### src/sv/tsr_pkg.sv
// ----------------------------------------------------------------------------
// tsr_pkg
// Shared types, constants and sequence helpers for the TCP segment reassembly
// block.
// ----------------------------------------------------------------------------
package tsr_pkg;

    localparam int TABLE_DEPTH = 16;
    localparam int CNT_W = $clog2(TABLE_DEPTH + 1);
    localparam int IDX_W = (TABLE_DEPTH > 1) ? $clog2(TABLE_DEPTH) : 1;

    localparam logic [2:0] ST_OK      = 3'd0;
    localparam logic [2:0] ST_OVERLAP = 3'd1;
    localparam logic [2:0] ST_BEFORE  = 3'd2;
    localparam logic [2:0] ST_CACHED  = 3'd3;
    localparam logic [2:0] ST_FULL    = 3'd4;

    localparam logic [1:0] DL_NONE = 2'd0;
    localparam logic [1:0] DL_RAW  = 2'd1;
    localparam logic [1:0] DL_BUF  = 2'd2;

    localparam logic KIND_DATA    = 1'b0;
    localparam logic KIND_RESTART = 1'b1;

    localparam logic CFG_ENABLE = 1'b0;
    localparam logic CFG_MAXLEN = 1'b1;

    localparam logic [15:0] MAXLEN_RESET = 16'd8192;

    typedef enum logic [2:0] {
        CLS_RESTART,
        CLS_PASS,
        CLS_BEFORE,
        CLS_FULL,
        CLS_CACHE,
        CLS_RAWADV,
        CLS_MERGE
    } seg_class_t;

    typedef struct packed {
        logic load;
        logic eval;
        logic step;
    } ctrl_cmd_t;

    typedef struct packed {
        logic is_merge;
        logic walk_end;
        logic out_free;
    } dp_status_t;

    function automatic logic seq_lt(input logic [31:0] a, input logic [31:0] b);
        logic [31:0] d;
        d = a - b;
        return d[31];
    endfunction

    function automatic logic seq_leq(input logic [31:0] a, input logic [31:0] b);
        return (a == b) || seq_lt(a, b);
    endfunction

endpackage

### src/sv/tcp_segment_reassembly_top.sv
// ----------------------------------------------------------------------------
// tcp_segment_reassembly_top
// Descriptor-level TCP reassembly for one stream direction.
// ----------------------------------------------------------------------------
// An item is taken in while the sequencer is idle and is then classified, and
// a segment that passes, is dropped or is cached then completes. A segment
// that merges then visits the table entries at the head of the sorted table
// one at a time (up to 16), and a closing step ends the walk. Classification
// and every walk step wait for the output register to be free. No new item is
// taken until the walk ends. Configuration writes are always ready.
module tcp_segment_reassembly_top
    import tsr_pkg::*;
(
    input  logic        clk,
    input  logic        rst_n,
    input  logic        in_valid,
    output logic        in_stall,
    input  logic        kind,
    input  logic [31:0] seq_number,
    input  logic [15:0] seg_length,
    input  logic [7:0]  header_len,
    output logic        out_valid,
    input  logic        out_stall,
    output logic [2:0]  status,
    output logic [1:0]  delivered,
    output logic [31:0] out_seq,
    output logic [15:0] out_length,
    output logic [15:0] overlap_bytes,
    output logic        last,
    input  logic        cfg_valid,
    output logic        cfg_ready,
    input  logic        cfg_index,
    input  logic [15:0] cfg_data
);

    ctrl_cmd_t  cmd;
    dp_status_t dp_status;

    assign cfg_ready = 1'b1;

    tsr_ctrl u_ctrl (
        .clk       (clk),
        .rst_n     (rst_n),
        .in_valid  (in_valid),
        .in_stall  (in_stall),
        .dp_status (dp_status),
        .cmd       (cmd)
    );

    tsr_datapath u_datapath (
        .clk           (clk),
        .rst_n         (rst_n),
        .cmd           (cmd),
        .dp_status     (dp_status),
        .kind          (kind),
        .seq_number    (seq_number),
        .seg_length    (seg_length),
        .header_len    (header_len),
        .cfg_valid     (cfg_valid && cfg_ready),
        .cfg_index     (cfg_index),
        .cfg_data      (cfg_data),
        .out_valid     (out_valid),
        .out_stall     (out_stall),
        .status        (status),
        .delivered     (delivered),
        .out_seq       (out_seq),
        .out_length    (out_length),
        .overlap_bytes (overlap_bytes),
        .last          (last)
    );

endmodule

### src/sv/tsr_ctrl.sv
// ----------------------------------------------------------------------------
// tsr_ctrl
// Sequencer: takes an item, classifies it, then walks the table head for a merge.
// ----------------------------------------------------------------------------
module tsr_ctrl
    import tsr_pkg::*;
(
    input  logic       clk,
    input  logic       rst_n,
    input  logic       in_valid,
    output logic       in_stall,
    input  dp_status_t dp_status,
    output ctrl_cmd_t  cmd
);

    typedef enum logic [2:0] {
        S_IDLE  = 3'b001,
        S_EVAL  = 3'b010,
        S_MERGE = 3'b100
    } state_t;

    state_t state_reg;
    state_t state_next;

    always_comb
    begin
        state_next = state_reg;
        cmd        = '0;
        case (state_reg)
            S_IDLE:
            begin
                if (in_valid)
                begin
                    cmd.load   = 1'b1;
                    state_next = S_EVAL;
                end
            end
            S_EVAL:
            begin
                if (dp_status.out_free)
                begin
                    cmd.eval   = 1'b1;
                    state_next = dp_status.is_merge ? S_MERGE : S_IDLE;
                end
            end
            S_MERGE:
            begin
                if (dp_status.out_free)
                begin
                    cmd.step = 1'b1;
                    if (dp_status.walk_end)
                    begin
                        state_next = S_IDLE;
                    end
                end
            end
            default:
            begin
                state_next = S_IDLE;
            end
        endcase
    end

    always_ff @(posedge clk or negedge rst_n)
    begin
        if (!rst_n)
        begin
            state_reg <= S_IDLE;
        end
        else
        begin
            state_reg <= state_next;
        end
    end

    assign in_stall = (state_reg != S_IDLE);

endmodule

### src/sv/tsr_datapath.sv
// ----------------------------------------------------------------------------
// tsr_datapath
// Base sequence, sorted segment table, merge registers and result register.
// ----------------------------------------------------------------------------
module tsr_datapath
    import tsr_pkg::*;
(
    input  logic        clk,
    input  logic        rst_n,
    input  ctrl_cmd_t   cmd,
    output dp_status_t  dp_status,
    input  logic        kind,
    input  logic [31:0] seq_number,
    input  logic [15:0] seg_length,
    input  logic [7:0]  header_len,
    input  logic        cfg_valid,
    input  logic        cfg_index,
    input  logic [15:0] cfg_data,
    output logic        out_valid,
    input  logic        out_stall,
    output logic [2:0]  status,
    output logic [1:0]  delivered,
    output logic [31:0] out_seq,
    output logic [15:0] out_length,
    output logic [15:0] overlap_bytes,
    output logic        last
);

    logic             enable_reg;
    logic [15:0]      maxlen_reg;
    logic [31:0]      base_reg;
    logic [CNT_W-1:0] count_reg;
    logic [31:0]      tseq_reg [TABLE_DEPTH];
    logic [15:0]      tlen_reg [TABLE_DEPTH];
    logic [7:0]       thdr_reg [TABLE_DEPTH];

    logic             kind_reg;
    logic [31:0]      seq_reg;
    logic [15:0]      len_reg;
    logic [7:0]       hdr_reg;

    logic [31:0]      cseq_reg;
    logic [15:0]      clen_reg;
    logic [7:0]       chdr_reg;
    logic [31:0]      cend_reg;
    logic             first_reg;
    logic [15:0]      ovl_reg;

    logic             out_valid_reg;
    logic [2:0]       status_reg;
    logic [1:0]       deliv_reg;
    logic [31:0]      oseq_reg;
    logic [15:0]      olen_reg;
    logic [15:0]      oovl_reg;
    logic             last_reg;

    logic [31:0]      seg_end;
    logic [31:0]      ovl_full;
    logic [15:0]      ovl;
    logic             tbl_empty;
    logic             tbl_full;
    seg_class_t       cls;
    logic [TABLE_DEPTH-1:0] le_vec;
    logic [TABLE_DEPTH-1:0] lt_vec;
    logic [IDX_W-1:0] tail_idx;
    logic [CNT_W-1:0] ins_pos;
    logic [31:0]      head_end;
    logic [31:0]      add_full;
    logic [15:0]      add;
    logic [17:0]      fill_sum;
    logic             head_touch;
    logic             walk_end;
    logic             skip;
    logic             split;
    logic             do_insert;
    logic             do_consume;

    logic             emit;
    logic [2:0]       e_status;
    logic [1:0]       e_deliv;
    logic [31:0]      e_seq;
    logic [15:0]      e_len;
    logic [15:0]      e_ovl;
    logic             e_last;
    logic             out_free;

    assign seg_end   = seq_reg + {16'd0, len_reg};
    assign ovl_full  = seg_end - base_reg;
    assign ovl       = (seq_reg == base_reg) ? 16'd0 : ovl_full[15:0];
    assign tbl_empty = (count_reg == '0);
    assign tbl_full  = (count_reg == CNT_W'(TABLE_DEPTH));
    assign tail_idx  = IDX_W'(count_reg - CNT_W'(1));

    always_comb
    begin
        if (kind_reg == KIND_RESTART)
        begin
            cls = CLS_RESTART;
        end
        else if (!enable_reg || (len_reg == 16'd0))
        begin
            cls = CLS_PASS;
        end
        else if (seq_leq(seg_end, base_reg))
        begin
            cls = CLS_BEFORE;
        end
        else if (seq_lt(base_reg, seq_reg))
        begin
            cls = tbl_full ? CLS_FULL : CLS_CACHE;
        end
        else if (tbl_empty || seq_lt(seg_end, tseq_reg[0]))
        begin
            cls = CLS_RAWADV;
        end
        else
        begin
            cls = CLS_MERGE;
        end
    end

    always_comb
    begin
        for (int i = 0; i < TABLE_DEPTH; i++)
        begin
            le_vec[i] = (CNT_W'(i) < count_reg) && seq_leq(seq_reg, tseq_reg[i]);
            lt_vec[i] = !seq_leq(tseq_reg[i], seq_reg);
        end
    end

    always_comb
    begin
        ins_pos = count_reg;
        if (!tbl_empty && lt_vec[tail_idx])
        begin
            for (int i = TABLE_DEPTH - 1; i >= 0; i--)
            begin
                if (le_vec[i])
                begin
                    ins_pos = CNT_W'(i);
                end
            end
        end
    end

    assign head_end   = tseq_reg[0] + {16'd0, tlen_reg[0]};
    assign head_touch = (cend_reg == tseq_reg[0]);
    assign add_full   = head_end - cend_reg;
    assign add        = head_touch ? tlen_reg[0] : add_full[15:0];
    assign walk_end   = tbl_empty || (!head_touch && !seq_lt(tseq_reg[0], cend_reg));
    assign skip       = !walk_end && !head_touch && seq_leq(head_end, cend_reg);
    assign fill_sum   = {10'd0, chdr_reg} + {2'd0, clen_reg} + {2'd0, add};
    assign split      = (fill_sum > {2'd0, maxlen_reg});
    assign do_insert  = cmd.eval && (cls == CLS_CACHE);
    assign do_consume = cmd.step && !walk_end;

    assign out_free = !out_valid_reg || !out_stall;
    assign dp_status.is_merge = (cls == CLS_MERGE);
    assign dp_status.walk_end = walk_end;
    assign dp_status.out_free = out_free;

    always_comb
    begin
        emit     = 1'b0;
        e_status = ST_OK;
        e_deliv  = DL_NONE;
        e_seq    = 32'd0;
        e_len    = 16'd0;
        e_ovl    = 16'd0;
        e_last   = 1'b1;
        if (cmd.eval)
        begin
            emit = 1'b1;
            case (cls)
                CLS_RESTART:
                begin
                    e_status = ST_OK;
                end
                CLS_PASS:
                begin
                    e_deliv = DL_RAW;
                    e_seq   = seq_reg;
                    e_len   = len_reg;
                end
                CLS_BEFORE:
                begin
                    e_status = ST_BEFORE;
                    e_deliv  = DL_RAW;
                    e_seq    = seq_reg;
                    e_len    = len_reg;
                end
                CLS_FULL:
                begin
                    e_status = ST_FULL;
                end
                CLS_CACHE:
                begin
                    e_status = ST_CACHED;
                end
                CLS_RAWADV:
                begin
                    e_status = (seq_reg == base_reg) ? ST_OK : ST_OVERLAP;
                    e_deliv  = DL_RAW;
                    e_seq    = seq_reg;
                    e_len    = len_reg;
                    e_ovl    = ovl;
                end
                default:
                begin
                    emit = 1'b0;
                end
            endcase
        end
        else if (cmd.step && (walk_end || (!skip && split)))
        begin
            emit    = 1'b1;
            e_deliv = DL_BUF;
            e_seq   = cseq_reg;
            e_len   = clen_reg;
            e_ovl   = first_reg ? ovl_reg : 16'd0;
            e_last  = walk_end;
        end
    end

    always_ff @(posedge clk or negedge rst_n)
    begin
        if (!rst_n)
        begin
            enable_reg    <= 1'b1;
            maxlen_reg    <= MAXLEN_RESET;
            base_reg      <= 32'd0;
            count_reg     <= '0;
            out_valid_reg <= 1'b0;
        end
        else
        begin
            if (cfg_valid)
            begin
                case (cfg_index)
                    CFG_ENABLE: enable_reg <= cfg_data[0];
                    CFG_MAXLEN: maxlen_reg <= cfg_data;
                    default:    enable_reg <= enable_reg;
                endcase
            end
            if (cmd.eval)
            begin
                case (cls)
                    CLS_RESTART:
                    begin
                        base_reg  <= seq_reg;
                        count_reg <= '0;
                    end
                    CLS_CACHE:
                    begin
                        count_reg <= count_reg + CNT_W'(1);
                    end
                    CLS_RAWADV, CLS_MERGE:
                    begin
                        base_reg <= seg_end;
                    end
                    default:
                    begin
                        base_reg <= base_reg;
                    end
                endcase
            end
            if (do_consume)
            begin
                count_reg <= count_reg - CNT_W'(1);
                if (!skip)
                begin
                    base_reg <= head_end;
                end
            end
            if (emit)
            begin
                out_valid_reg <= 1'b1;
            end
            else if (!out_stall)
            begin
                out_valid_reg <= 1'b0;
            end
        end
    end

    always_ff @(posedge clk)
    begin
        if (cmd.load)
        begin
            kind_reg <= kind;
            seq_reg  <= seq_number;
            len_reg  <= seg_length;
            hdr_reg  <= header_len;
        end
        if (cmd.eval)
        begin
            cseq_reg  <= seq_reg;
            clen_reg  <= len_reg;
            chdr_reg  <= hdr_reg;
            cend_reg  <= seg_end;
            first_reg <= 1'b1;
            ovl_reg   <= ovl;
        end
        if (do_consume && !skip)
        begin
            cend_reg <= head_end;
            if (split)
            begin
                cseq_reg  <= cend_reg;
                clen_reg  <= add;
                chdr_reg  <= thdr_reg[0];
                first_reg <= 1'b0;
            end
            else
            begin
                clen_reg <= clen_reg + add;
            end
        end
        for (int i = 0; i < TABLE_DEPTH; i++)
        begin
            if (do_insert)
            begin
                if (CNT_W'(i) == ins_pos)
                begin
                    tseq_reg[i] <= seq_reg;
                    tlen_reg[i] <= len_reg;
                    thdr_reg[i] <= hdr_reg;
                end
                else if ((i > 0) && (CNT_W'(i) > ins_pos) && (CNT_W'(i) <= count_reg))
                begin
                    tseq_reg[i] <= tseq_reg[(i > 0) ? i - 1 : 0];
                    tlen_reg[i] <= tlen_reg[(i > 0) ? i - 1 : 0];
                    thdr_reg[i] <= thdr_reg[(i > 0) ? i - 1 : 0];
                end
            end
            else if (do_consume && (i < TABLE_DEPTH - 1))
            begin
                tseq_reg[i] <= tseq_reg[(i < TABLE_DEPTH - 1) ? i + 1 : i];
                tlen_reg[i] <= tlen_reg[(i < TABLE_DEPTH - 1) ? i + 1 : i];
                thdr_reg[i] <= thdr_reg[(i < TABLE_DEPTH - 1) ? i + 1 : i];
            end
        end
        if (emit)
        begin
            status_reg <= e_status;
            deliv_reg  <= e_deliv;
            oseq_reg   <= e_seq;
            olen_reg   <= e_len;
            oovl_reg   <= e_ovl;
            last_reg   <= e_last;
        end
    end

    assign out_valid     = out_valid_reg;
    assign status        = status_reg;
    assign delivered     = deliv_reg;
    assign out_seq       = oseq_reg;
    assign out_length    = olen_reg;
    assign overlap_bytes = oovl_reg;
    assign last          = last_reg;

    a_count_bound: assert property (@(posedge clk) disable iff (!rst_n)
        count_reg <= CNT_W'(TABLE_DEPTH))
        else $error("table count beyond depth");

    a_no_overwrite: assert property (@(posedge clk) disable iff (!rst_n)
        emit |-> !(out_valid_reg && out_stall))
        else $error("result register overwritten while stalled");

    a_insert_grows: assert property (@(posedge clk) disable iff (!rst_n)
        do_insert |=> (count_reg == $past(count_reg) + CNT_W'(1)))
        else $error("insert did not grow table");

    a_consume_shrinks: assert property (@(posedge clk) disable iff (!rst_n)
        do_consume |=> (count_reg == $past(count_reg) - CNT_W'(1)))
        else $error("consume did not shrink table");

endmodule

### config.mk
export PLATFORM = sky130hd
export DESIGN_NAME = tcp_segment_reassembly_top
export DESIGN_NICKNAME = d
export VERILOG_FILES = /design/src/sv/tsr_pkg.sv /design/src/sv/tcp_segment_reassembly_top.sv /design/src/sv/tsr_ctrl.sv /design/src/sv/tsr_datapath.sv
export SDC_FILE = /design/constraint.sdc
export NUM_CORES = 2
export LEC_CHECK = 0
export ABC_AREA = 1
export BUFFER_PORTS_ARGS = -buffer_cell sky130_fd_sc_hd__buf_4
export CELL_PAD_IN_SITES_DETAIL_PLACEMENT = 1
export CELL_PAD_IN_SITES_GLOBAL_PLACEMENT = 2
export CORE_MARGIN = 8
export CORE_UTILIZATION = 37
export CTS_BUF_LIST = sky130_fd_sc_hd__clkbuf_8
export DETAILED_ROUTE_END_ITERATION = 10
export HOLD_SLACK_MARGIN = 0.06
export PLACE_DENSITY = 0.84
export SLEW_MARGIN = 25
export SYNTH_ARGS = -nofsm -noshare
export SYNTH_HDL_FRONTEND = slang
export SYNTH_SLANG_ARGS = --single-unit
### constraint.sdc
create_clock -name clk -period 9.51 [get_ports clk]
set_clock_uncertainty 0.2 [all_clocks]
set_input_delay 1.4265 -clock clk [delete_from_list [all_inputs] [get_ports clk]]
set_output_delay 1.4265 -clock clk [all_outputs]
set_load 0.05 [all_outputs]
==> impl_metrics.json <==
{
  "drv.max_cap_violation_count": 0,
  "synth_async_sr_flop_share": 0.0489,
  "ir_drop_uv": 262,
  "cts-root-buf": "sky130_fd_sc_hd__clkbuf_8",
  "dpl.hpwl_um": 265000,
  "drt_pre_antenna_iters": 5,
  "cellPowerDensity_mw_per_mm2": 209,
  "outcome": "completed",
  "synthFlopType": "sky130_fd_sc_hd__edfxtp_1",
  "synth_top_area_share": 0.357,
  "cts_max_path_buffers": 3,
  "grt_usage": 0.251,
  "clk_transition_reported_paths_ns": 0.06,
  "postSynthRegisterBits": 1186,
  "ios": 152,
  "hp-class": "reg -> reg",
  "p_leak_nw": 47.0,
  "clkLatencyLatePin_ns": 1.07,
  "yosys_warnings": 0,
  "antenna_left": 0,
  "max_clock_freq_ghz": 0.114,
  "layout.core_utilization": 0.410,
  "most_instantiated_cells_after_synthesis": "3018 x sky130_fd_sc_hd__nand2_1, 1259 x sky130_fd_sc_hd__inv_1, 1235 x sky130_fd_sc_hd__ha_1",
  "slew_violations": 0,
  "worst_pin_slew_ns": 1.06,
  "detail_route.drc_violations": 0,
  "number_of_antenna_violations_at_the_first_check_in_global_routing": 6,
  "initial_core_util": 0.372,
  "pin_count_of_the_biggest_net_entering_global_routing": 203,
  "synth_top_cells_by_area": "sky130_fd_sc_hd__edfxtp_1 36%, sky130_fd_sc_hd__ha_1 17%, sky130_fd_sc_hd__nand2_1 12%, sky130_fd_sc_hd__nand3_1 5.5%, sky130_fd_sc_hd__inv_1 5.2%",
  "setup-tns-final_ns": 0,
  "floorplan.die_area_mm2": 0.263,
  "timing.critical_path.fanout_max": 33,
  "path_class": "reg -> reg",
  "detail_route.wl_per_cell_um": 23.1,
  "cell_row_count": 182,
  "clkSinkCount": 1186,
  "post_drt_via_cell_ratio": 5.51,
  "drive_above_1_share": 0.0682,
  "cts_tree": "built",
  "io_buffer_count": 150,
  "worst_path_most_repeated_cell": "sky130_fd_sc_hd__nand2_1",
  "cp_slowest_cell": "sky130_fd_sc_hd__nor3_1",
  "globalRoute.totalOverflow": 0,
  "aggregate_routed_wire_length_um": 343000,
  "largest_reg_flops": 512,
  "timing.critical_path.required_ns": 10.01,
  "number_of_buffers_created_by_cts": 228,
  "number_of_global_route_vias_before_repair": 84500,
  "core_region_area_mm2": 0.246,
  "synth_edf_count": 1087,
  "critPathLaunchType": "register",
  "wire_length_of_the_first_global_routing_pass_um": 519000,
  "timing.critical_path.to_type": "register",
  "maxSlewHeadroom": 0.284,
  "syn_inst": 11400,
  "synthesis.area_per_instance_um2": 8.03,
  "synth.largest_area_cell": "sky130_fd_sc_hd__edfxtp_1",
  "number_of_drc_violations_after_detailed_routing_iteration_0": 5608,
  "die_width_um": 513,
  "synth_fp_nets": 12700,
  "synth_sequential_area_ratio": 0.382,
  "timing_hold_violations_final": 0,
  "setup_repair_after_global_routing_missed_its_margin": "false",
  "die_height_um": 513,
  "routed-via-count": 81700,
  "finalCriticalPeriod_ns": 8.78,
  "layout_area_overhead_pct": 10.3,
  "synth.lib_cells_used.distinct": 73,
  "gp_routability_congestion": 0.955,
  "arrival_ns": 9.28,
  "cts-htree-levels": 4,
  "fin_crit_sh": 0.923,
  "setup-violations-final": 0,
  "syn-cell-area_mm2": 0.0913,
  "nNetsFinal": 12700,
  "critPathMaxStageDelay_ns": 0.45,
  "top_count_cell_post_synth": "sky130_fd_sc_hd__nand2_1"
}
[worst max-delay path, delay by kind of cell (launching register included)]
kind                     cells  cell delay, ns
flip-flops                   1            0.37
AND/OR/NAND/NOR             23            3.79
AO/OA/AOI/OAI                8            1.75
buffers and inverters        7            1.17
XOR/XNOR                     2            0.39
adder cells (fa/ha/maj)      2            0.70
[final timing paths]
path                                           start                         end  slack (ns)  depth (start not counted)
min in group asynchronous                      rst_n     u_datapath.base_reg[23]        0.63                          2
max in group asynchronous                      rst_n    u_datapath.maxlen_reg[6]        7.23                          3
min reg2reg                u_datapath.maxlen_reg[13]   u_datapath.maxlen_reg[13]        0.30                          2
max                            u_datapath.seq_reg[2]  u_datapath.tlen_reg[1][39]        0.73                         42
max reg2reg                    u_datapath.seq_reg[2]  u_datapath.tlen_reg[1][39]        0.73                         42
min                        u_datapath.maxlen_reg[13]   u_datapath.maxlen_reg[13]        0.30                          2
[metal layers]
layer  track usage  vias to the layer above  wire [um]
met1         0.336                    40400     156000
met2         0.409                     1993     156000
met5             0                        -          0
met4         0.104                        0      15800
li1              -                    38800          -
met3        0.0313                      589      15700
[placed cells by master (no fill, tap or decap), types with 86 or more instances in the layout]
| master | count |
|---|---|
| sky130_fd_sc_hd__nand2_1 | 2996 |
| sky130_fd_sc_hd__inv_1 | 1358 |
| sky130_fd_sc_hd__ha_1 | 1235 |
| sky130_fd_sc_hd__edfxtp_1 | 1087 |
| sky130_fd_sc_hd__nand3_1 | 987 |
| sky130_fd_sc_hd__o21ai_0 | 887 |
| sky130_fd_sc_hd__a21oi_1 | 816 |
| sky130_fd_sc_hd__buf_4 | 369 |
| sky130_fd_sc_hd__nor2_1 | 275 |
| sky130_fd_sc_hd__clkbuf_8 | 236 |
| sky130_fd_sc_hd__nand4_1 | 204 |
| sky130_fd_sc_hd__o211ai_1 | 173 |
| sky130_fd_sc_hd__o21ai_1 | 151 |
| sky130_fd_sc_hd__xor2_1 | 109 |
| sky130_fd_sc_hd__nand3b_1 | 86 |
[what timing repair did]
| item | in CTS | in global routing |
|---|---|---|
| hold buffers | 1 | 0 |
| endpoints found under the hold margin | 15 | 0 |
| resized for setup | 0 | 0 |
| setup buffers | 0 | 0 |
| setup endpoints to repair | 0 | 0 |
[cell type report]
type                    instances  area (um^2)
diodes                          6         15.0
clock buffers                 236         3250
clock inverters               179          960
fillers                     29400       145000
inverters                    1292         4860
multi-input cells            8321        49400
flip-flops and latches       1186        34900
well taps                    3220         4030
repair buffers                398         3340
[cells by family after synthesis]
kind of cell               Yosys count  synth area share
adders and majority gates         1242             0.171
xor gates and xnor gates           134            0.0128
and+or+nand+nor                   4756             0.224
other                                1         0.0000411
buffers and inverters             1868            0.0809
AOI/OAI and AO/OA                 2188             0.129
DFF                               1186             0.382
[stage by stage]
step	power (W)	setup WS [ns]	hold WS, ns	instance area [um^2]	cells
after floorplan	0.0127	0.807	0.257	91300	11400
after global placement	0.0157	0.236	0.287	96500	14400
after detailed placement	0.0161	0.822	0.295	96500	14400
after CTS	0.0211	0.779	0.222	101000	14800
after global routing	0.0224	0.247	0.256	101000	14800
final	0.0211	0.735	0.302	101000	14800
[report_power, final]
part	switching (W)	internal [W]
Sequential	0.000296	0.00637
Combinational	0.00668	0.00279
Clock	0.00252	0.00242
(Power assumes the default switching activity.)
